<file path="src/hw/rtl/tensor_axis_reduce_sum_macros.svh">
// Assertion macros used by the reduce-sum back end (tars_back).
`ifndef TENSOR_AXIS_REDUCE_SUM_MACROS_SVH
`define TENSOR_AXIS_REDUCE_SUM_MACROS_SVH

// The condition must never hold while out of reset.
`define TARS_ASSERT_NEVER(lbl, clk, rst_n, cond, msg) \
    lbl: assert property (@(posedge clk) disable iff (!rst_n) !(cond)) else $error(msg);

// The consequent must hold in the cycle after the antecedent.
`define TARS_ASSERT_NEXT(lbl, clk, rst_n, ante, cons, msg) \
    lbl: assert property (@(posedge clk) disable iff (!rst_n) (ante) |=> (cons)) else $error(msg);

`endif

</file>
<file path="src/hw/rtl/tars_pkg.sv">
`timescale 1ns / 1ps

package tars_pkg;

    localparam int NUM_DIMS   = 4;
    localparam int CFG_IDX_W  = 3;
    localparam int CFG_DATA_W = 13;
    localparam int SUM_W      = 48;
    localparam int WORD_W     = SUM_W + 1;
    localparam int CMD_QUEUE_DEPTH = 4;

    localparam logic [CFG_IDX_W-1:0] CFG_RANK      = 3'd0;
    localparam logic [CFG_IDX_W-1:0] CFG_AXIS_MASK = 3'd1;
    localparam logic [CFG_IDX_W-1:0] CFG_DIM_ZERO  = 3'd2;
    localparam logic [CFG_IDX_W-1:0] CFG_DIM_ONE   = 3'd3;
    localparam logic [CFG_IDX_W-1:0] CFG_DIM_TWO   = 3'd4;
    localparam logic [CFG_IDX_W-1:0] CFG_DIM_THREE = 3'd5;

    localparam logic OP_ACCUM = 1'b0;
    localparam logic OP_READ  = 1'b1;

    localparam logic [SUM_W-1:0] SUM_MAX = 48'h7FFF_FFFF_FFFF;
    localparam logic [SUM_W-1:0] SUM_MIN = 48'h8000_0000_0000;

    typedef struct packed {
        logic               opcode;
        logic signed [31:0] element_value;
        logic [9:0]         out_index;
    } tars_req_t;

    typedef struct packed {
        logic signed [47:0] sum_value;
        logic               saturated;
    } tars_rsp_t;

    typedef struct packed {
        logic op;
        logic oor;
    } tars_ctl_t;

endpackage

</file>
<file path="src/hw/rtl/tars_front.sv">
`timescale 1ns / 1ps

module tars_front
    import tars_pkg::*;
#(
    parameter int MAX_RANK  = 4,
    parameter int OUT_DEPTH = 1024,
    parameter int DIM_BITS  = 12,
    localparam int NAXES  = (MAX_RANK < NUM_DIMS) ? MAX_RANK : NUM_DIMS,
    localparam int ADDR_W = (OUT_DEPTH > 1) ? $clog2(OUT_DEPTH) : 1
) (
    input  logic                  clk,
    input  logic                  rst_n,
    input  logic                  req_valid,
    output logic                  req_ready,
    input  tars_req_t             req,
    input  logic                  cfg_we,
    input  logic [CFG_IDX_W-1:0]  cfg_index,
    input  logic [CFG_DATA_W-1:0] cfg_data,
    input  logic                  busy,
    output logic                  cmd_valid,
    input  logic                  cmd_ready,
    output tars_ctl_t             cmd_ctl,
    output logic [31:0]           cmd_value,
    output logic [ADDR_W-1:0]     cmd_addr
);

    localparam int EW = DIM_BITS + 1;
    localparam int PW = ADDR_W + DIM_BITS + 2;

    logic [2:0]            rank_reg;
    logic [3:0]            mask_reg;
    logic [CFG_DATA_W-1:0] dim_reg [NUM_DIMS];

    logic [DIM_BITS-1:0] coord_reg [NAXES];

    logic [2:0]    eff_rank;
    logic [EW-1:0] ext [NAXES];
    logic          in_rank [NAXES];
    logic          keep [NAXES];
    logic          used_any;
    logic          wrap [NAXES];
    logic          step [NAXES];
    logic          carry;

    logic              adv, accept, cfg_hit;

    logic              st_valid_reg [NAXES];
    logic              st_op_reg    [NAXES];
    logic              st_oor_reg   [NAXES];
    logic [ADDR_W-1:0] st_addr_reg  [NAXES];
    logic [31:0]       st_value_reg [NAXES];
    logic [DIM_BITS-1:0] st_coord_reg [NAXES][NAXES];

    logic              src_op    [NAXES];
    logic              src_oor   [NAXES];
    logic [ADDR_W-1:0] src_addr  [NAXES];
    logic [31:0]       src_value [NAXES];
    logic [DIM_BITS-1:0] src_coord [NAXES][NAXES];
    logic [PW-1:0]     prod      [NAXES];
    logic              st_oor_next  [NAXES];
    logic [ADDR_W-1:0] st_addr_next [NAXES];

    assign adv       = !st_valid_reg[NAXES-1] || cmd_ready;
    assign req_ready = adv && !busy;
    assign accept    = req_valid && req_ready;
    assign cfg_hit   = cfg_we && (cfg_index == CFG_RANK || cfg_index == CFG_AXIS_MASK ||
                       cfg_index == CFG_DIM_ZERO || cfg_index == CFG_DIM_ONE ||
                       cfg_index == CFG_DIM_TWO || cfg_index == CFG_DIM_THREE);

    assign cmd_valid   = st_valid_reg[NAXES-1];
    assign cmd_ctl.op  = st_op_reg[NAXES-1];
    assign cmd_ctl.oor = st_oor_reg[NAXES-1];
    assign cmd_value   = st_value_reg[NAXES-1];
    assign cmd_addr    = st_addr_reg[NAXES-1];

    always_comb
    begin
        if (rank_reg == 3'd0)
        begin
            eff_rank = 3'd1;
        end
        else if (32'(rank_reg) > NAXES)
        begin
            eff_rank = 3'(NAXES);
        end
        else
        begin
            eff_rank = rank_reg;
        end

        used_any = 1'b0;
        for (int k = 0; k < NAXES; k++)
        begin
            in_rank[k] = (k < 32'(eff_rank));
            used_any   = used_any | (in_rank[k] & mask_reg[k]);
            if (dim_reg[k] == '0)
            begin
                ext[k] = EW'(1);
            end
            else if (32'(dim_reg[k]) > (32'(1) << DIM_BITS))
            begin
                ext[k] = EW'(32'(1) << DIM_BITS);
            end
            else
            begin
                ext[k] = EW'(dim_reg[k]);
            end
        end
        for (int k = 0; k < NAXES; k++)
        begin
            keep[k] = used_any && in_rank[k] && !mask_reg[k];
        end

        carry = 1'b1;
        for (int k = NAXES - 1; k >= 0; k--)
        begin
            wrap[k] = (EW'(coord_reg[k]) + EW'(1)) >= ext[k];
            step[k] = in_rank[k] && carry;
            if (in_rank[k])
            begin
                carry = carry & wrap[k];
            end
        end
    end

    always_comb
    begin
        for (int k = 0; k < NAXES; k++)
        begin
            if (k == 0)
            begin
                src_op[k]    = req.opcode;
                src_value[k] = req.element_value;
                for (int j = 0; j < NAXES; j++)
                begin
                    src_coord[k][j] = coord_reg[j];
                end
                if (req.opcode == OP_READ)
                begin
                    src_addr[k] = ADDR_W'(req.out_index);
                    src_oor[k]  = (32'(req.out_index) >= OUT_DEPTH);
                end
                else
                begin
                    src_addr[k] = '0;
                    src_oor[k]  = 1'b0;
                end
            end
            else
            begin
                src_op[k]    = st_op_reg[k-1];
                src_value[k] = st_value_reg[k-1];
                src_addr[k]  = st_addr_reg[k-1];
                src_oor[k]   = st_oor_reg[k-1];
                for (int j = 0; j < NAXES; j++)
                begin
                    src_coord[k][j] = st_coord_reg[k-1][j];
                end
            end

            prod[k] = PW'(src_addr[k]) * PW'(ext[k]) + PW'(src_coord[k][k]);

            if (src_op[k] == OP_ACCUM && keep[k] && !src_oor[k])
            begin
                st_oor_next[k]  = (64'(prod[k]) >= 64'(OUT_DEPTH));
                st_addr_next[k] = prod[k][ADDR_W-1:0];
            end
            else
            begin
                st_oor_next[k]  = src_oor[k];
                st_addr_next[k] = src_addr[k];
            end
        end
    end

    always_ff @(posedge clk or negedge rst_n)
    begin
        if (!rst_n)
        begin
            rank_reg <= 3'd4;
            mask_reg <= '0;
            for (int k = 0; k < NUM_DIMS; k++)
            begin
                dim_reg[k] <= CFG_DATA_W'(1);
            end
            for (int k = 0; k < NAXES; k++)
            begin
                coord_reg[k]    <= '0;
                st_valid_reg[k] <= 1'b0;
            end
        end
        else
        begin
            if (cfg_we)
            begin
                case (cfg_index)
                    CFG_RANK:      rank_reg   <= cfg_data[2:0];
                    CFG_AXIS_MASK: mask_reg   <= cfg_data[3:0];
                    CFG_DIM_ZERO:  dim_reg[0] <= cfg_data;
                    CFG_DIM_ONE:   dim_reg[1] <= cfg_data;
                    CFG_DIM_TWO:   dim_reg[2] <= cfg_data;
                    CFG_DIM_THREE: dim_reg[3] <= cfg_data;
                    default:       ;
                endcase
            end

            if (cfg_hit)
            begin
                for (int k = 0; k < NAXES; k++)
                begin
                    coord_reg[k] <= '0;
                end
            end
            else if (accept && req.opcode == OP_ACCUM)
            begin
                for (int k = 0; k < NAXES; k++)
                begin
                    if (step[k])
                    begin
                        coord_reg[k] <= wrap[k] ? '0 : coord_reg[k] + 1'b1;
                    end
                end
            end

            if (adv)
            begin
                for (int k = 0; k < NAXES; k++)
                begin
                    st_valid_reg[k] <= (k == 0) ? accept : st_valid_reg[(k == 0) ? 0 : k - 1];
                end
            end
        end
    end

    always_ff @(posedge clk)
    begin
        if (adv)
        begin
            for (int k = 0; k < NAXES; k++)
            begin
                st_op_reg[k]    <= src_op[k];
                st_value_reg[k] <= src_value[k];
                st_oor_reg[k]   <= st_oor_next[k];
                st_addr_reg[k]  <= st_addr_next[k];
                for (int j = 0; j < NAXES; j++)
                begin
                    st_coord_reg[k][j] <= src_coord[k][j];
                end
            end
        end
    end

endmodule

</file>
<file path="config.mk">
export PLATFORM = sky130hd
export DESIGN_NAME = tars_front
export DESIGN_NICKNAME = d
export VERILOG_FILES = /design/src/hw/rtl/tensor_axis_reduce_sum_macros.svh /design/src/hw/rtl/tars_pkg.sv /design/src/hw/rtl/tars_front.sv
export SDC_FILE = /design/constraint.sdc
export NUM_CORES = 2
export LEC_CHECK = 0
export ABC_AREA = 1
export BUFFER_PORTS_ARGS = -buffer_cell sky130_fd_sc_hd__buf_2
export CORE_ASPECT_RATIO = 1.2
export CORE_MARGIN = 2
export CORE_UTILIZATION = 40
export CTS_BUF_LIST = sky130_fd_sc_hd__clkbuf_2 sky130_fd_sc_hd__clkbuf_4 sky130_fd_sc_hd__clkbuf_8
export CTS_CLUSTER_SIZE = 14
export DETAILED_ROUTE_END_ITERATION = 7
export PLACE_DENSITY = 0.62
export SYNTH_ARGS = -nofsm -noshare
export SYNTH_HDL_FRONTEND = slang
export SYNTH_SLANG_ARGS = --single-unit
</file>
<file path="constraint.sdc">
create_clock -name clk -period 9.2 [get_ports clk]
set_clock_uncertainty 0.2 [all_clocks]
set_input_delay 0.92 -clock clk [delete_from_list [all_inputs] [get_ports clk]]
set_output_delay 0.92 -clock clk [all_outputs]
set_load 0.01 [all_outputs]
</file>
* Yosys cells after proc, flatten, opt, wreduce, memory -nomap -nowiden *
Memories as Yosys holds them, arrays and structs flattened.
Cells that the tools add are included.

word-level totals
  register bits after elaboration = 111
  RAM bits = 368
  input bits = 65
  output and inout port bits = 46
  logic and storage cells = 162
  memories = 5

operators by class
  add/subtract/negate cells = 12
  multiply operators = 4
  order comparisons = 17
  eq/ne operators = 5
  muxes and demuxes = 34
  bitwise gates (word level) = 13
  reduce and logical (&&, ||, !) cells = 58

memories
  name          depth  width  rd ports  clocked after Yosys merged registers in  wr ports  RTL line          text
  st_coord_reg  4      48     3         0                                        4         tars_front.sv:53  logic [DIM_BITS-1:0] st_coord_reg [NAXES][NAXES];
  st_value_reg  4      32     4         0                                        4         tars_front.sv:52  logic [31:0] st_value_reg [NAXES];
  st_addr_reg   4      10     4         0                                        4         tars_front.sv:51  logic [ADDR_W-1:0] st_addr_reg [NAXES];
  st_oor_reg    4      1      4         0                                        4         tars_front.sv:50  logic st_oor_reg [NAXES];
  st_op_reg     4      1      4         0                                        4         tars_front.sv:49  logic st_op_reg [NAXES];

operators with widths
  cell                                                                  count
  2-to-1 mux 13 bit                                                     8
  adder 23 x 12 -> 24 bit                                               4
  greater-or-equal comparator 24 x 11 -> 1 bit (second input constant)  4
  2-to-1 mux 12 bit                                                     8
  2-to-1 mux 48 bit                                                     2
  multiplier 10 x 13 -> 23 bit                                          4
  adder 12 x 1 -> 13 bit (second input constant)                        4
  greater-or-equal comparator 13 bit                                    4
  greater-than comparator 13 bit (second input constant)                4
  logical NOT 13 bit                                                    4
  2-to-1 mux 10 bit                                                     5
  adder 12 x 1 -> 12 bit (second input constant)                        4
  logical AND 1 bit                                                     22
  AND reduction 2 bit                                                   10
  nonzero test 2 bit                                                    5
  logical NOT 1 bit                                                     9
  2-to-1 mux 1 bit                                                      9
  AND 1 bit                                                             6
  equality test 3 x 2 -> 1 bit (second input constant)                  2
  equality test 3 bit (second input constant)                           2
  logical NOT 3 bit                                                     2
  logical OR 1 bit                                                      6
  less-than comparator 1 x 3 -> 1 bit (first input constant)            2
  less-than comparator 2 x 3 -> 1 bit (first input constant)            2
  other kinds (5)                                                       11

* Depth between registers and ports, before layout *
  depth in word-level cells = 13
  gate-level depth with buffers = 35
  gate-level depth less buffers = 35

* Worst setup path before layout *
No wires, ideal clock.

  kind = input -> register
  start point = in cmd_ready
  end point = reg st_valid_reg[1] (netlist bit)
  library setup time = 383 ps
  arrival = 6079 ps
  required time = 8617 ps
  setup slack = 2538 ps
  cell stages on the path = 3
  buffers on the path = 0
  cells stage by stage = nor2_1 > inv_1 > o21ai_0

between the ends
  longest elaborated chain between the ends = 1

RTL lines
  item                            RTL line           text
  start: declaration              tars_front.sv:22   input logic cmd_ready,
  logical OR 1 bit                tars_front.sv:64   assign adv = !st_valid_reg[NAXES-1] || cmd_ready;
  end signal: indexed assignment  tars_front.sv:230  st_valid_reg[k] <= (k == 0) ? accept : st_valid_reg[(k == 0) ? 0 : k - 1];
  end: declaration                tars_front.sv:48   logic st_valid_reg [NAXES];

Every way passes these cells.
A chain may end at the register's enable or synchronous reset.

==> flow_metrics.py <==
metrics = {
    "layout": {
        "drive_gt1_share_pct": 6.332,
        "nNetsFinal": 5006,
        "largest_reg_flops": 128,
        "layout_common_cells": "nand2_1 (1126), inv_1 (874), fa_1 (396), nor2_1 (372), ha_1 (316)",
        "final_common_cell": "nand2_1",
        "syn_to_final_growth_pct": 8.775,
        "final_cells": 5421,
    },
    "drt": {
        "dr_wl_met3_um": 4355,
        "wl_met2_um": 42760,
        "drt_iter0_drc": 1678,
        "wl_per_cell_um": 15.82,
        "final_antenna_net_count": 0,
        "wl_met1_um": 36600,
        "highest_layer": "met5",
        "avgViaCountPerCell": 4.868,
        "via_count": 26390,
        "dr.pass1.iters": 8,
        "drt_wl_total_um": 85760,
        "drc_errors": 0,
    },
    "die": {
        "io_pins": 111,
        "start_util_pct": 40.38,
        "placementRows": 118,
        "fp.dieW_um": 273.6,
        "dieHeight_um": 327.5,
        "design.core.area_um2": 86370,
        "dieArea_um2": 89580,
    },
    "setup_path": {
        "rr_worst_depth": 28,
        "critPathTopFamily": "adder cells",
        "crit_fanout": 8,
        "critical_path_arrival_ps": 7420,
        "critPathCaptureType": "register",
        "cp.required_ps": 9420,
        "crit_cells": 28,
        "critical_path_class": "register to register",
        "start_kind": "register",
        "path_buf_inv": 6,
        "slowest_delay_ps": 590,
        "cp_slowest_cell": "nor2_1",
    },
    "timing": {
        "min_period_ps": 7192,
        "tns_ps": 0,
        "whs_ps": 134.8,
        "slew_violations": 0,
        "setup_viol": 0,
        "fin_crit_sh_pct": 78.18,
        "grt_setup_unrepaired": "no",
        "tightest_slew_ps": 1001,
        "setup_ws_ps": 2008,
        "fmax_mhz": 139.0,
        "hold_viol": 0,
        "maxSlewHeadroom_pct": 33.29,
    },
    "place": {
        "io_buffers": 110,
        "dp_hpwl_um": 70040,
        "gp_congestion": 0.9283,
        "placed_cells": 5308,
        "pre_cts_ws_ps": 1979,
    },
    "power": {
        "combPwrFrac_pct": 66.6,
        "p_clk_share_pct": 11.7,
        "switching_share_pct": 50.79,
        "power.internal_mw": 6.305,
        "seq_power_share_pct": 21.7,
        "switchingPower_mw": 6.508,
        "cellPowerDensity_nw_per_um2": 337.7,
        "vdd_ir_drop_max_mv": 0.4074,
        "leakagePower_nw": 19.94,
    },
    "global_routing": {
        "grt_overflow": 0,
        "grt_max_degree": 110,
        "grt_usage_pct": 19.76,
        "grt_pass1_vias": 27230,
        "antenna_found_initial": 7,
        "grt_pass1_wl_um": 141500,
    },
    "logic_synthesis": {
        "synth_cell_types": 52,
        "synth_nets": 4895,
        "synth_area_um2": 34880,
        "ys_seq_area_share_pct": 29.33,
        "async_flop_share_pct": 30.92,
        "ys_ff_latch": 359,
        "syn_avg_cell_area_um2": 8.470,
        "yosysWarnings": 0,
        "syn_inst": 4118,
        "synth-edff-count": 248,
        "ys.flop_type": "edfxtp_1",
    },
    "job": {
        "maxCapViolCount": 0,
    },
    "clocking": {
        "ctsResizeCount": 0,
        "cts_max_path_buffers": 3,
        "clk_pin_slew_ps": 60,
        "clk_latency_ps": 670,
        "cts.sinks": 359,
        "cts_tree": "done",
        "htree_levels": 2,
        "cts_buffers": 59,
        "cts_setup_buffers": 0,
        "ctsHoldBuffers": 0,
        "cts_root_buf": "clkbuf_8",
    },
    "min_path": {
        "min_path_type": "input pin to async pin",
    },
    "run_status": {
        "status": "finished, final reports clean",
    },
}
[worst reg2reg max path, delay by kind of cell, from the launching register on]
| family | cells | cell delay [ps] |
|---|---|---|
| adders and majority gates | 6 | 2930 |
| buffers and inverters | 6 | 580 |
| DFF | 1 | 400 |
| and+or+nand+nor | 16 | 2810 |
[power groups by stage]
stage	registers [mW]	clock network, mW	logic (mW)
2_1_floorplan	2.61	0	6.58
3_3_place_gp	2.79	0	8.50
3_5_place_dp	2.80	0	8.56
4_1_cts	2.77	1.54	8.64
5_1_grt	2.83	1.61	9.95
6_report	2.78	1.50	8.53
[cell type report]
type	count	area, um^2
diodes	1	2.502
clock buffers	97	1154
clock inverters	15	152.6
fillers	8580	48430
inverters	883	3322
multi-input cells	2808	21040
flip-flops and latches	359	10230
well taps	1140	1426
repair buffers	118	613.1
[metal layers]
layer	vias to the layer above	GRT usage, %
met5	-	0
met4	2	5.061
met3	135	2.624
met2	610	34.57
met1	12740	25.70
li1	12900	-
[metrics by stage]
stage | cell area [um^2] | power, mW | utilization [%]
after floorplan | 34880 | 9.193 | -
after global placement | 36630 | 11.29 | 42.41
after detailed placement | 36630 | 11.36 | 42.41
after CTS | 37940 | 12.96 | 43.92
after global routing | 37940 | 14.40 | 43.93
final | 37940 | 12.81 | 43.93
[final timing paths]
path	startpoint	end	slack (ps)
min in group clk	st_value_reg[2][23]$_DFFE_PN_	st_value_reg[3][23]$_DFFE_PN_	200
max reg2reg	dim_reg[41]$_DFFE_PN0P_	st_oor_reg[0]$_DFFE_PN_	2010
max in group asynchronous	rst_n	coord_reg[35]$_DFFE_PN0P_	7420
min	rst_n	dim_reg[11]$_DFFE_PN0P_	130
min reg2reg	st_value_reg[2][23]$_DFFE_PN_	st_value_reg[3][23]$_DFFE_PN_	200
max	dim_reg[41]$_DFFE_PN0P_	st_oor_reg[0]$_DFFE_PN_	2010
[kinds of logic after synthesis]
kind of cell / share of synthesized area (%)
buf+inv: 10.35
fa+ha+maj: 34.07
flops: 29.33
simple gates: 20.89
compound gates: 4.050
xor+xnor: 1.281
mux: 0.02870
[synthesized netlist by cell type (29+ instances only)]
| cell | count | share of area, % |
|---|---|---|
| nand3b_1 | 29 | 0.62 |
| nor2_1 | 372 | 4.0 |
| a21oi_1 | 86 | 1.2 |
| xor2_1 | 29 | 0.73 |
| nand3_1 | 127 | 1.8 |
| fa_1 | 396 | 23 |
| dfrtp_1 | 106 | 7.6 |
| nand4_1 | 44 | 0.79 |
| clkbuf_1 | 53 | 0.57 |
| nand2_1 | 1126 | 12 |
| edfxtp_1 | 248 | 21 |
| ha_1 | 316 | 11 |
| nor3_1 | 44 | 0.63 |
| inv_1 | 875 | 9.4 |
| o21ai_0 | 129 | 1.9 |
Note: power is estimated with default switching activity, not from simulation.
