## src/hw/rtl/tensor_axis_reduce_sum_macros.svh

```systemverilog
// Assertion macros used by the reduce-sum back end (tars_back).
`ifndef TENSOR_AXIS_REDUCE_SUM_MACROS_SVH
`define TENSOR_AXIS_REDUCE_SUM_MACROS_SVH

// The condition must never hold while out of reset.
`define TARS_ASSERT_NEVER(lbl, clk, rst_n, cond, msg) \
    lbl: assert property (@(posedge clk) disable iff (!rst_n) !(cond)) else $error(msg);

// The consequent must hold in the cycle after the antecedent.
`define TARS_ASSERT_NEXT(lbl, clk, rst_n, ante, cons, msg) \
    lbl: assert property (@(posedge clk) disable iff (!rst_n) (ante) |=> (cons)) else $error(msg);

`endif

```

## src/hw/rtl/tars_fifo.sv

```systemverilog
`timescale 1ns / 1ps

module tars_fifo #(
    parameter int WIDTH = 8,
    parameter int DEPTH = 4,
    localparam int PTR_W = (DEPTH > 1) ? $clog2(DEPTH) : 1
) (
    input  logic             clk,
    input  logic             rst_n,
    input  logic             push_valid,
    output logic             push_ready,
    input  logic [WIDTH-1:0] push_data,
    output logic             pop_valid,
    input  logic             pop_ready,
    output logic [WIDTH-1:0] pop_data
);

    logic [WIDTH-1:0] slot_reg [DEPTH];
    logic [PTR_W-1:0] wr_ptr_reg, wr_ptr_next;
    logic [PTR_W-1:0] rd_ptr_reg, rd_ptr_next;
    logic [PTR_W:0]   count_reg, count_next;
    logic             push, pop;

    assign push_ready = (count_reg != (PTR_W + 1)'(DEPTH));
    assign pop_valid  = (count_reg != '0);
    assign pop_data   = slot_reg[rd_ptr_reg];
    assign push       = push_valid && push_ready;
    assign pop        = pop_valid && pop_ready;

    always_comb
    begin
        wr_ptr_next = wr_ptr_reg;
        rd_ptr_next = rd_ptr_reg;
        if (push)
        begin
            wr_ptr_next = (32'(wr_ptr_reg) == DEPTH - 1) ? '0 : wr_ptr_reg + 1'b1;
        end
        if (pop)
        begin
            rd_ptr_next = (32'(rd_ptr_reg) == DEPTH - 1) ? '0 : rd_ptr_reg + 1'b1;
        end
        count_next = count_reg + (PTR_W + 1)'(push) - (PTR_W + 1)'(pop);
    end

    always_ff @(posedge clk or negedge rst_n)
    begin
        if (!rst_n)
        begin
            wr_ptr_reg <= '0;
            rd_ptr_reg <= '0;
            count_reg  <= '0;
        end
        else
        begin
            wr_ptr_reg <= wr_ptr_next;
            rd_ptr_reg <= rd_ptr_next;
            count_reg  <= count_next;
        end
    end

    always_ff @(posedge clk)
    begin
        if (push)
        begin
            slot_reg[wr_ptr_reg] <= push_data;
        end
    end

endmodule

```

## config.mk

```make
export PLATFORM = sky130hd
export DESIGN_NAME = tars_fifo
export DESIGN_NICKNAME = d
export VERILOG_FILES = /design/src/hw/rtl/tensor_axis_reduce_sum_macros.svh /design/src/hw/rtl/tars_fifo.sv
export SDC_FILE = /design/constraint.sdc
export NUM_CORES = 1
export LEC_CHECK = 0
export BUFFER_PORTS_ARGS = -buffer_cell sky130_fd_sc_hd__buf_2
export CORE_AREA = 2 2 58 60
export CTS_BUF_LIST = sky130_fd_sc_hd__clkbuf_4 sky130_fd_sc_hd__clkbuf_8
export DETAILED_ROUTE_END_ITERATION = 7
export DIE_AREA = 0 0 60 62
export PLACE_DENSITY_LB_ADDON = 0.3
export REMOVE_ABC_BUFFERS = 1
export SLEW_MARGIN = 10
export SYNTH_ARGS = -nofsm -noshare
export SYNTH_HDL_FRONTEND = slang
export SYNTH_SLANG_ARGS = --single-unit
```

## constraint.sdc

```tcl
create_clock -name clk -period 2 [get_ports clk]
set_input_delay 0.4 -clock clk [delete_from_list [all_inputs] [get_ports clk]]
set_output_delay 0.4 -clock clk [all_outputs]
set_load 0.01 [all_outputs]
```

# Yosys cells after proc, flatten, opt, wreduce, memory -nomap -nowiden
# Memories as Yosys holds them, arrays and structs flattened.
# Cells that the tools add are included.
# Widths: inputs -> output; s select.
dict set report op_classes {
  n_reduce_logical 3
  addsub 4
  mux 4
  n_eq_ne 3
}
# cell count
set ops {}
lappend ops {{$add 2x1->2 const B} 2}
lappend ops {{$eq 2x2->1 const B} 2}
lappend ops {{$mux 2} 2}
lappend ops {{$add 3x1->3} 1}
lappend ops {{$ne 3x3->1 const B} 1}
lappend ops {{$reduce_bool 3->1} 1}
lappend ops {{$sub 3x1->3} 1}
lappend ops {{$logic_and 1x1->1} 2}
lappend ops {{$mux 1} 2}
dict set report word_totals {
  output_inout_bits 10
  n_memories 1
  ramBits 32
  ff_bits 7
  word_cells 18
}
# memory words width read_ports rd_ports_with_merged_regs wr line_no
set memory_table {}
lappend memory_table {slot_reg 4 8 1 0 1 tars_fifo.sv:18} ;# logic [WIDTH-1:0] slot_reg [DEPTH];

# Depth between registers and ports, before layout
# Gate-level depths: netlist of run 1.
dict set report depth {
  depth_word 4
  mapped_depth 10
  depth_no_buf 10
}

# Worst setup path after synthesis of run 1
# Ideal clock, no wire load.
dict set report synth_path {
  path_type {reg-to-reg}
  start {register count_reg[1]}
  end {register count_reg[2]}
  arrival_time_ns 2.179
  slack_ns -0.301
  stages_incl_launch_ff 11
  cell_sequence {dfrtp_1 or3_2 nand2_1 inv_1 ha_1 inv_1 ha_1 inv_1 fa_1 xnor2_1 xnor2_1}
}
dict set report synth_via {
  elab_cells_between_ends 6
  cone_classes {add/sub: 2; eq/ne: 1; reduce/logical: 3}
}
# element line_no
set synth_rtl {}
lappend synth_rtl {{start: declaration} tars_fifo.sv:21} ;# logic [PTR_W:0] count_reg, count_next;
lappend synth_rtl {{start signal: assignment} tars_fifo.sv:57} ;# count_reg <= count_next;
lappend synth_rtl {{$reduce_bool 3->1} tars_fifo.sv:25} ;# assign pop_valid = (count_reg != '0);
lappend synth_rtl {{named net pop_valid} tars_fifo.sv:13} ;# output logic pop_valid,
lappend synth_rtl {{$logic_and 1x1->1} tars_fifo.sv:28} ;# assign pop = pop_valid && pop_ready;
lappend synth_rtl {{named net pop} tars_fifo.sv:22} ;# logic push, pop;
lappend synth_rtl {{$sub 3x1->3} tars_fifo.sv:42} ;# count_next = count_reg + (PTR_W + 1)'(push) - (PTR_W + 1)'(pop);
lappend synth_rtl {{named net count_next[2]} tars_fifo.sv:21}
# The timed path passes the listed nets, and every way through them passes these cells.
# A chain may end at the register's enable or synchronous reset.

# Worst setup path in the final report of run 1
dict set report layout_path {
  start {register count_reg[1]}
  end {register count_reg[2]}
}
dict set report layout_via {
  elab_chain_len 4
  elab_cells_between_ends 6
  cone_classes {add/sub: 2; eq/ne: 1; reduce/logical: 3}
}
# element line_no
set layout_rtl {}
lappend layout_rtl {{$ne 3x3->1} tars_fifo.sv:24} ;# assign push_ready = (count_reg != (PTR_W + 1)'(DEPTH));
lappend layout_rtl {{$logic_and 1x1->1} tars_fifo.sv:27} ;# assign push = push_valid && push_ready;
lappend layout_rtl {{$add 3x1->3} tars_fifo.sv:42}
lappend layout_rtl {{$sub 3x1->3 (*)} tars_fifo.sv:42}
lappend layout_rtl {{named net count_next[2]} tars_fifo.sv:21}
# Mark *: on every way through the listed nets, which the timed path passes. The rest lies on a longest branch.

==> metrics.md, run 1 <==
| Metric | Value |
|---|---|
| Post-Synth Simple-Gate Area | 0.0431 |
| Die W | roughly 60 um |
| Cell area after synthesis | 0.00160 mm2 |
| RSZ-0062 raised after global routing | yes |
| First-pass GRT wire length | ~4.0 mm |
| Fill cells | between 200 and 250 |
| Post-synthesis cell type count | 17 |
| Worst path max stage delay | between 0.4 and 0.5 ns |
| Reg2reg setup slack | -0.15 ns |
| Power density over cell area | ~1400 mW/mm2 |
| Sequential element share of the synthesized area | 0.711 |
| Layout cell share with drive strength beyond 1 | 0.580 |
| Setup CP Type | reg -> reg |
| Leakage | about 0.77 nW |
| Hpwl dp | ~1.8 mm |
| Final Wtd Congestion | between 0.6 and 0.7 |
| DR iter-0 viols | 22 |
| Final setup TNS | -0.225 ns |
| Fmax | ~0.46 GHz |
| Post-Syn Instances | 80 |
| Diode count | 0 |
| Count of pins over their slew limit | 0 |
| Clock Skews | roughly 0.0065 ns |
| GRT Total Usage | 0.165 |
| Nets | around 140 |
| Total global routing overflow | 0 |
| Largest family of logic cells by synthesized area | multiplexers |
| I/O Buffers | 21 |
| Worst setup margin | -0.151 ns |
| Leading area contributor after synthesis | edfxtp_1 |
| DRT antenna net count | 0 |
| Fin crit share | 1.08 |
| Adder-Cell Fraction of Synth Area | 0.0673 |
| DR WL/cell | around 16 um |
| Clk sinks | 39 |
| Vias | between 800 and 900 |
| IO Count | 22 |
| Crit. Startpoint | count_reg[1] |
| CTS tree | done |
| H-tree Lvls | 2 |
| Startpoint type of the worst setup path | flop |
| Post-synthesis xor/xnor area fraction | 0.0110 |
| Initial antenna violation count | 0 |
| Crit-path cells | or3b_4 -> and2_4 -> inv_4 -> ha_4 -> inv_4 -> ha_4 -> inv_2 -> fa_2 -> xnor2_2 -> xnor2_1 |
| Crit Path Max Fanout | 3 |
| Largest net degree at the start of global routing | 12 |
| Mapped Avg Cell Area | 20.0 um2 |
| Die Ht | slightly above 60 um |
| Synth warn | 0 |
| Crit path to | count_reg[2] |
| Initial core utilization | 0.503 |
| Vias in the first global route | approximately 850 |
| Reg2reg start | count_reg[1] |
| Drt via density | 5.02 |
| Maximum VDD drop | 0.000815 V |
| Min Tclk post-route | about 2.2 ns |
| Clock slew at reported path FFs | between 0.1 and 0.15 ns |
| CTS Buf Count | 5 |
| R2r worst-path depth | 10 |
| Final setup vio count | 2 |
| Pre-antenna DRT Iters | 4 |
| Worst-case clock buffer depth | 2 |
| Layout area overhead | 23.6% |
| Failing checks | negative setup slack |
| Max-cap viol count | 0 |
| Hold Path Class | in -> reg |
| Mux contribution to synthesized area | 0.146 |
| Post-layout util | 0.621 |
| Row count | 21 |
| Area share of the largest cell type after synthesis | 0.601 |
| Clock root buffer | clkbuf_4 |
| Critical path depth | 10 |
| Largest delay share family, worst path | adder cells |
| Clock Latency Late Sink | about 0.34 ns |
| WP data required | roughly 2.2 ns |
| WP buf/inv | 3 |
| Dominant cells by area after synthesis | edfxtp_1 (60%), mux4_2 (11%), dfrtp_1 (11%) |
| DRC | 0 |
| Wirelength, routed | between 2 and 3 mm |
| Compound-Gate Fraction of Synth Area | 0 |
| Critical R2R Capture | count_reg[2] |
| Max reg flops | 32 |
| Fin. Hold Viols | 0 |
| CP endpoint kind | flop |
| Crit path DAT | ~2.4 ns |
| Yosys reg bits | 39 |
| Die Area | about 0.0037 mm2 |
| Worst slew pin tran | about 0.4 ns |
| Status | finished, violations left |
| Slowest cell on crit path | dfrtp_1 |
| Slew headroom | 0.733 |
| Core Region | around 0.0032 mm2 |
## Yosys cell counts
cell type / instances
and2_4: 1
and3_2: 4
buf_1: 1
buf_2: 1
dfrtp_1: 7
edfxtp_1: 32
fa_1: 1
ha_1: 7
inv_1: 7
mux2_2: 2
mux2_4: 2
mux4_2: 8
nand2_1: 1
nor2_1: 2
or3_2: 1
or3b_4: 1
xnor2_1: 2
## power by group
part / total (mW) / internal [mW] / leakage (nW) / switching, mW
Combinational: 1.20 / 0.706 / 0.361 / 0.497
Sequential: 1.24 / 1.10 / 0.374 / 0.135
Clock: 0.404 / 0.164 / 0.0361 / 0.240
## per-layer routing
metal  global-route usage  share of wire  up-vias  wire (um)
li1                     -              -      382          -
met1                0.209           0.42      421       1090
met2                0.255           0.52       20       1350
met3               0.0559          0.039        6        100
met4               0.0857          0.020        0         53
met5                    0              0        -          0
## cell type report
type / instances / area (um2) / share of cell area
Clock buffer: 7 / 52.6 / 0.0266
Clock inverter: 1 / 5.00 / 0.00253
Inverter: 7 / 31.3 / 0.0158
Multi-Input combinational cell: 32 / 468 / 0.237
Sequential cell: 39 / 1140 / 0.576
Tap cell: 46 / 57.6 / 0.0291
Timing Repair Buffer: 33 / 224 / 0.113
## metrics by stage
step	instances	cell area [um2]	worst slack [ns]	power, mW	hold WS, ns
after floorplan	78	1590	-0.301	1.86	0.104
after global placement	153	1810	-0.192	2.20	0.237
after detailed placement	153	1810	-0.291	2.26	0.240
after CTS	163	1930	-0.226	2.77	0.255
after global routing	165	1980	-0.201	3.05	0.244
final	165	1980	-0.151	2.84	0.267
## timing repair
action	in CTS	in global routing
resized for setup	12	7
hold buffers	1	0
setup endpoints to repair	8	8
hold endpoints to repair	7	0
pin swaps	7	6
buffers inserted	1	2
## layout by cell type, fill, tap and decap left out
master and count:
ha_4 2, xnor2_1 1, clkbuf_4 7, or3_4 1, and3_2 4, dfrtp_2 1, fa_2 1, or3b_4 1
clkinv_2 1, inv_1 3, dfrtp_1 6, buf_2 18, xnor2_2 1, and2_4 1, mux4_2 8, buf_4 9
inv_2 2, mux2_4 2, nand2_2 1, edfxtp_1 32, dlygate4sd3_1 1, ha_1 5, inv_4 2, buf_6 5
nor2_1 2, mux2_2 2
## worst min-delay path by stage
stage	slack [ns]	cells after the start	end	from
2_1_floorplan	0.10	0	count_reg[0]	rst_n
3_3_place_gp	0.24	1	count_reg[1]	rst_n
3_5_place_dp	0.24	1	count_reg[1]	rst_n
4_1_cts	0.25	1	slot_reg[1][2]	push_data[2]
5_1_grt	0.24	1	slot_reg[1][2]	push_data[2]
6_report	0.27	1	slot_reg[0][0]	push_data[0]
## cell families (layout without fill, tap and decap cells)
kind of cell	count (synthesis)	in the layout
xor gates and xnor gates	2	2
adders and majority gates	8	8
buffers and inverters	9	48
DFF	39	39
muxes	12	12
and+or+nand+nor	10	10
Note: power is estimated with default switching activity, not from simulation.
==> inputs of run 2 (changes only) <==
ABC_AREA = 1   (was unset)
CORE_AREA = 2 2 61 63   (was 2 2 58 60)
DIE_AREA = 0 0 63 65   (was 0 0 60 62)
==> metrics.md, run 2 <==
| Metric | Value |
|---|---|
| Status | complete, no violations (was finished, violations left) |
| Fin crit share | 0.977 (was 1.08) |
| Nets | 203 (was 138) |
| Worst path max stage delay | 0.55 ns (was 0.42 ns) |
| Crit Path Max Fanout | 4 (was 3) |
| Fmax | 0.512 GHz (was 0.465 GHz) |
| Worst hold stages | 1 (unchanged) |
| CTS Buf Count | 5 (unchanged) |
| DR iter-0 viols | 33 (was 22) |
| Clk sinks | 39 (unchanged) |
| Max-cap viol count | 0 (unchanged) |
| Crit path DAT | 2.19 ns (was 2.38 ns) |
| Row count | 22 (was 21) |
| Largest net degree at the start of global routing | 20 (was 12) |
| Post-synth top flop | edfxtp_1 (unchanged) |
| Clock Latency Late Sink | 0.33 ns (was 0.34 ns) |
| Initial antenna violation count | 0 (unchanged) |
| Dominant cells by area after synthesis | edfxtp_1 (54%), dfrtp_1 (9.9%), nand2_1 (7.4%) (was edfxtp_1 (60%), mux4_2 (11%), dfrtp_1 (11%)) |
| WP buf/inv | 4 (was 3) |
| Vias | 1105 (was 829) |
| CP most frequent cell | inv_2 |
| Die Area | 0.00410 mm2 (was 0.00372 mm2) |
| Cell area after synthesis | 0.00177 mm2 (was 0.00160 mm2) |
| Most common cell in the netlist | nand2_1 (was edfxtp_1) |
| Clock Skews | 0.00476 ns (was 0.00648 ns) |
| CP endpoint kind | flop (unchanged) |
| Area share of the largest cell type after synthesis | 0.544 (was 0.601) |
| Async S/R FF share, synth | 0.179 (unchanged) |
| Die Ht | 65 um (was 62 um) |
| Sequential element share of the synthesized area | 0.643 (was 0.711) |
| Slew headroom | 0.811 (was 0.733) |
| Post-synthesis cell type count | 15 (was 17) |
| Count of pins over their slew limit | 0 (unchanged) |
| Core Region | 0.00350 mm2 (was 0.00318 mm2) |
| Most frequent cells after synthesis | nand2_1 (35), edfxtp_1 (32), inv_1 (29), o211ai_1 (16) (was edfxtp_1 (32), mux4_2 (8), dfrtp_1 (7), ha_1 (7), inv_1 (7)) |
| Maximum VDD drop | 0.000693 V (was 0.000815 V) |
| GRT Total Usage | 0.160 (was 0.165) |
| Commonest non-fill, non-tap cells in the layout | nand2_1 (35), edfxtp_1 (32), inv_1 (26) (was edfxtp_1 (32), buf_2 (18), buf_4 (9)) |
| Clock slew at reported path FFs | 0.10 ns (was 0.11 ns) |
| Layout cell share with drive strength beyond 1 | 0.262 (was 0.580) |
| DRC | 0 (unchanged) |
| Hpwl dp | 1.98 mm (was 1.77 mm) |
| Initial core utilization | 0.505 (was 0.503) |
| Hold Path Class | in -> reg (unchanged) |
| Wirelength, routed | 2.85 mm (was 2.59 mm) |
| Min Tclk post-route | 1.95 ns (was 2.15 ns) |
| I/O Buffers | 21 (unchanged) |
| Overall power | 2.75 mW (was 2.84 mW) |
| Dpl cell area | 0.00194 mm2 (was 0.00181 mm2) |
| Critical R2R Capture | count_reg[1] (was count_reg[2]) |
| Startpoint type of the worst setup path | flop (unchanged) |
| Crit-path cells | nor2_4 -> nand2_2 -> nand2_2 -> inv_2 -> ha_4 -> inv_2 -> ha_4 -> inv_2 -> fa_2 -> inv_1 (was or3b_4 -> and2_4 -> inv_4 -> ha_4 -> inv_4 -> ha_4 -> inv_2 -> fa_2 -> xnor2_2 -> xnor2_1) |
| Clock root buffer | clkbuf_4 (unchanged) |
| Diode count | 0 (unchanged) |
| R2r worst-path depth | 10 (unchanged) |
| Yosys reg bits | 39 (unchanged) |
| Max reg flops | 32 (unchanged) |
| H-tree Lvls | 2 (unchanged) |
| Final Instance Area | 0.00203 mm2 (was 0.00198 mm2) |
| Final Wtd Congestion | 0.694 (was 0.648) |
| DRT antenna net count | 0 (unchanged) |
| Setup CP Type | reg -> reg (unchanged) |
| Fin. Hold Viols | 0 (unchanged) |
| Die W | 63 um (was 60 um) |
| Reg2reg start | count_reg[0] (was count_reg[1]) |
| Vias in the first global route | 1096 (was 854) |
| First-pass GRT wire length | 4.76 mm (was 4.04 mm) |
| Mapped Avg Cell Area | 11.9 um2 (was 20.0 um2) |
| Drt via density | 4.78 (was 5.02) |
| IO Count | 22 (unchanged) |
| Leading area contributor after synthesis | edfxtp_1 (unchanged) |
| WP data required | 2.24 ns (was 2.23 ns) |
| Final setup vio count | 0 (was 2) |
| DR WL/cell | 12.3 um (was 15.7 um) |
| Post-Syn Instances | 149 (was 80) |
| Worst setup margin | 0.0462 ns (was -0.151 ns) |
| Post-place setup slack | 0.0872 ns (was -0.291 ns) |
| Power density over cell area | 1350 mW/mm2 (was 1440 mW/mm2) |
| Largest delay share family, worst path | adder cells (unchanged) |
| Layout area overhead | 15.2% (was 23.6%) |
| Hold EP | slot_reg[2][3] (was slot_reg[0][0]) |
| Post-synth EDFFs | 32 (unchanged) |
| HP Start | push_data[3] (was push_data[0]) |
| Leakage | 0.896 nW (was 0.772 nW) |
| Total global routing overflow | 0 (unchanged) |
| Synth warn | 0 (unchanged) |
| Slowest cell on crit path | fa_2 (was dfrtp_1) |
| Commonest non-fill, non-tap cell in the layout | nand2_1 (was edfxtp_1) |
| Worst slew pin tran | 0.283 ns (was 0.401 ns) |
| Post-layout util | 0.582 (was 0.621) |
| Pre-antenna DRT Iters | 4 (unchanged) |
| Reg2reg setup slack | 0.05 ns (was -0.15 ns) |
| CTS tree | done (unchanged) |
| Worst-case clock buffer depth | 2 (unchanged) |
## run 2: cell types whose count changed after synthesis, moves of 4 or more
cell      change
and3_2        -4
buf_6         +5
inv_1        +22
mux4_2        -8
nand2_1      +34
nand3_1       +4
nor2_1        +4
o211ai_1     +16
## run 2: worst max-delay path by stage
stage | to | cells past startpoint | startpoint
2_1_floorplan | count_reg[1] | 10 | count_reg[1]
4_1_cts | count_reg[2] | 11 | count_reg[1]
3_5_place_dp | count_reg[2] | 11 | count_reg[1]
5_1_grt | count_reg[1] | 10 | count_reg[0]
6_report | count_reg[1] | 10 | count_reg[0]
3_3_place_gp | count_reg[1] | 10 | count_reg[1]
## run 2: report_power, final
| part | total [mW] | internal [mW] | switching, mW |
|---|---|---|---|
| logic | 1.20 | 0.501 | 0.699 |
| clock network | 0.353 | 0.125 | 0.229 |
| registers | 1.20 | 1.09 | 0.104 |
| total | 2.75 | 1.72 | 1.03 |
## run 2: cells by family (layout without fill, tap and decap cells)
kind of cell	count (synthesis)	in the layout	share of synthesized area
simple gates	50	50	0.125
compound gates	16	16	0.0680
buf+inv	34	68	0.0935
xor+xnor	2	2	0.00992
flops	39	39	0.643
fa+ha+maj	8	8	0.0609
## run 2: area by class of cell
class	instances	area, um2
fillers	319	1460
flip-flops and latches	39	1140
repair buffers	32	190
well taps	48	60.1
clock buffers	5	37.5
multi-input cells	76	493
clock inverters	2	8.76
inverters	29	109
## run 2: what timing repair did
action	CTS	global route
setup endpoints to repair	0	2
gates resized for setup	0	7
endpoints found under the hold margin	7	0
setup buffers	0	2
hold buffers	1	0
## run 2: layer usage
metal | part of all wire | vias to the layer above | global-route usage
met2 | 0.51 | 24 | 0.275
met3 | 0.043 | 7 | 0.0625
met4 | 0.019 | 0 | 0.0917
met1 | 0.43 | 519 | 0.168
met5 | 0 | - | 0
li1 | - | 555 | -
## run 2: through the flow
step / cells / hold slack, ns / TNS (ns)
after global placement: 221 / 0.238 / 0
after global routing: 231 / 0.244 / -0.0182
final: 231 / 0.273 / 0
after CTS: 229 / 0.254 / 0
after detailed placement: 221 / 0.244 / 0
after floorplan: 144 / 0.104 / 0
==> inputs of run 3 (changes only) <==
--- a/config.mk
+++ b/config.mk
@@ -8,8 +8,10 @@
 export ABC_AREA = 1
 export BUFFER_PORTS_ARGS = -buffer_cell sky130_fd_sc_hd__buf_2
-export CORE_AREA = 2 2 61 63
+export CELL_PAD_IN_SITES_DETAIL_PLACEMENT = 1
+export CELL_PAD_IN_SITES_GLOBAL_PLACEMENT = 2
+export CORE_AREA = 2 2 74 76
 export CTS_BUF_LIST = sky130_fd_sc_hd__clkbuf_4 sky130_fd_sc_hd__clkbuf_8
 export DETAILED_ROUTE_END_ITERATION = 7
-export DIE_AREA = 0 0 63 65
+export DIE_AREA = 0 0 76 78
 export PLACE_DENSITY_LB_ADDON = 0.3
 export REMOVE_ABC_BUFFERS = 1
==> constraint.sdc (replaced) <==
create_clock -name clk -period 2 [get_ports clk]
set_input_delay 0.4 -clock clk [delete_from_list [all_inputs] [get_ports clk]]
set_output_delay 0.4 -clock clk [all_outputs]
set_load 0.05 [all_outputs]
==> metrics.md, run 3 (same netlist as run 2, synthesis figures left out) <==
| Metric | Value |
|---|---|
| Status | complete, no violations (unchanged) |
| Fin crit share | 0.950 (was 0.977) |
| Fmax | 0.526 GHz (was 0.512 GHz) |
| Register area | 0.00114 mm2 (unchanged) |
| Clock root buffer | clkbuf_8 (was clkbuf_4) |
| Vias in the first global route | 1274 (was 1096) |
| Setup CP Type | reg -> reg (unchanged) |
| Crit Path Max Fanout | 4 (unchanged) |
| Maximum VDD drop | 0.000587 V (was 0.000693 V) |
| DRT antenna net count | 0 (unchanged) |
| DR WL/cell | 14.2 um (was 12.3 um) |
| H-tree Lvls | 2 (unchanged) |
| DRC | 0 (unchanged) |
| Worst slew pin tran | 0.358 ns (was 0.283 ns) |
| Fill cells | 565 (was 319) |
| Worst-case clock buffer depth | 2 (unchanged) |
| Min Tclk post-route | 1.90 ns (was 1.95 ns) |
| Crit-path cells | nor2_4 -> nand2_2 -> nand2_2 -> inv_1 -> ha_4 -> inv_2 -> ha_2 -> inv_1 -> fa_1 -> inv_1 (was nor2_4 -> nand2_2 -> nand2_2 -> inv_2 -> ha_4 -> inv_2 -> ha_4 -> inv_2 -> fa_2 -> inv_1) |
| IO Count | 22 (unchanged) |
| Clock Skews | 0.00391 ns (was 0.00476 ns) |
| Slew headroom | 0.761 (was 0.811) |
| Worst path max stage delay | 0.47 ns (was 0.55 ns) |
| Largest delay share family, worst path | adder cells (unchanged) |
| Row count | 26 (was 22) |
| Max-cap viol count | 0 (unchanged) |
| Vias | 1173 (was 1105) |
| P_sw | 1.53 mW (was 1.03 mW) |
| WHS | 0.330 ns (was 0.273 ns) |
| Clk sinks | 39 (unchanged) |
| CP endpoint kind | flop (unchanged) |
| Slowest cell on crit path | fa_1 (was fa_2) |
| Internal | 1.97 mW (was 1.72 mW) |
| Crit path DAT | 2.08 ns (was 2.19 ns) |
| Max reg flops | 32 (unchanged) |
| Overall power | 3.51 mW (was 2.75 mW) |
| Drt via density | 4.56 (was 4.78) |
| Layout area overhead | 20.8% (was 15.2%) |
| Wirelength, routed | 3.65 mm (was 2.85 mm) |
| I/O Buffers | 21 (unchanged) |
| Die W | 76 um (was 63 um) |
| Switch share | 0.438 (was 0.375) |
| Multi-input gate area | 480 um2 (was 493 um2) |
| Diode count | 0 (unchanged) |
| CP most frequent cell | inv_1 (was inv_2) |
| Die Area | 0.00593 mm2 (was 0.00410 mm2) |
| Startpoint type of the worst setup path | flop (unchanged) |
| Final Wtd Congestion | 0.688 (was 0.694) |
| Initial antenna violation count | 0 (unchanged) |
| Largest net degree at the start of global routing | 21 (was 20) |
| Fin. Hold Viols | 0 (unchanged) |
| Dpl cell area | 0.00199 mm2 (was 0.00194 mm2) |
| CTS tree | done (unchanged) |
| Commonest non-fill, non-tap cell in the layout | nand2_1 (unchanged) |
| Comb pwr share | 0.481 (was 0.437) |
| Count of pins over their slew limit | 0 (unchanged) |
| Die Ht | 78 um (was 65 um) |
| Placed cell count | 247 (was 221) |
| First-pass GRT wire length | 5.95 mm (was 4.76 mm) |
| Final Instance Area | 0.00213 mm2 (was 0.00203 mm2) |
| WP buf/inv | 4 (unchanged) |
| WP data required | 2.18 ns (was 2.24 ns) |
| Pre-antenna DRT Iters | 4 (unchanged) |
| Leakage | 0.941 nW (was 0.896 nW) |
| Clock Latency Late Sink | 0.28 ns (was 0.33 ns) |
| CTS Buf Count | 5 (unchanged) |
| Hold Path Class | in -> reg (unchanged) |
| GRT Total Usage | 0.134 (was 0.160) |
| Total global routing overflow | 0 (unchanged) |
| Fin cells | 257 (was 231) |
| Hpwl dp | 2.69 mm (was 1.98 mm) |
| Initial core utilization | 0.350 (was 0.505) |
| Clock slew at reported path FFs | 0.07 ns (was 0.10 ns) |
| Clk pwr share | 0.178 (was 0.129) |
| Sequential cell fraction of total power | 0.341 (was 0.435) |
| Layout cell share with drive strength beyond 1 | 0.262 (about the same) |
| Power density over cell area | 1640 mW/mm2 (was 1350 mW/mm2) |
| Commonest non-fill, non-tap cells in the layout | nand2_1 (35), edfxtp_1 (32), inv_1 (28) (was nand2_1 (35), edfxtp_1 (32), inv_1 (26)) |
| Core Region | 0.00504 mm2 (was 0.00350 mm2) |
| DR iter-0 viols | 40 (was 33) |
| Nets | 206 (was 203) |
| Final setup vio count | 0 (unchanged) |
run 3: cell type report:
| class | instances | share of cell area |
|---|---|---|
| Timing Repair Buffer | 35 | 0.0997 |
| Sequential cell | 39 | 0.533 |
| Tap cell | 70 | 0.0411 |
| Clock inverter | 3 | 0.0182 |
| Multi-Input combinational cell | 76 | 0.225 |
| Clock buffer | 5 | 0.0323 |
| Inverter | 29 | 0.0510 |
run 3: stage by stage:
stage / utilization / worst slack, ns / setup TNS [ns]
floorplan: - / -0.0697 / -0.124
global placement: 0.395 / 0.161 / 0
detailed placement: 0.395 / 0.0873 / 0
CTS: 0.419 / 0.0729 / 0
global route: 0.423 / -0.00836 / -0.00836
finish: 0.423 / 0.0999 / 0
run 3: power groups by stage:
stage / sequential (mW) / clock [mW] / combinational [mW]
CTS: 1.20 / 0.642 / 1.69
global route: 1.22 / 0.681 / 1.86
detailed placement: 1.22 / 0 / 1.67
floorplan: 1.28 / 0 / 1.07
finish: 1.20 / 0.622 / 1.69
global placement: 1.20 / 0 / 1.60
run 3: worst reg2reg max path, delay by kind of cell (launching register included):
| family | cells | cell delay [ns] |
|---|---|---|
| adder cells (fa/ha/maj) | 3 | 0.85 |
| flip-flops | 1 | 0.41 |
| AND/OR/NAND/NOR | 3 | 0.34 |
| buffers and inverters | 4 | 0.21 |
run 3: repair_timing:
item,4_1_cts,5_1_grt
endpoints found under the setup margin,0,2
buffers inserted,0,1
hold buffers,1,0
gates resized for setup,0,3
endpoints found under the hold margin,7,0
run 3: final timing paths:
kind / depth (start not counted) / startpoint / slack (ns) / end
setup reg to reg: 10 / count_reg[0] / 0.1 / count_reg[1]
setup / recovery: 10 / count_reg[0] / 0.1 / count_reg[1]
min in group asynchronous: 2 / rst_n / 0.48 / count_reg[2]
hold reg to reg: 2 / wr_ptr_reg[1] / 0.56 / wr_ptr_reg[1]
hold / removal: 1 / push_data[1] / 0.33 / slot_reg[3][1]
max in group asynchronous: 2 / rst_n / 1.36 / rd_ptr_reg[1]
run 3: metal layers:
layer,global-route usage,vias up,routed length (um)
met1,0.135,585,1400
met4,0.0491,0,53
met5,0,-,0
li1,-,560,-
met2,0.263,22,2100
met3,0.0349,6,102
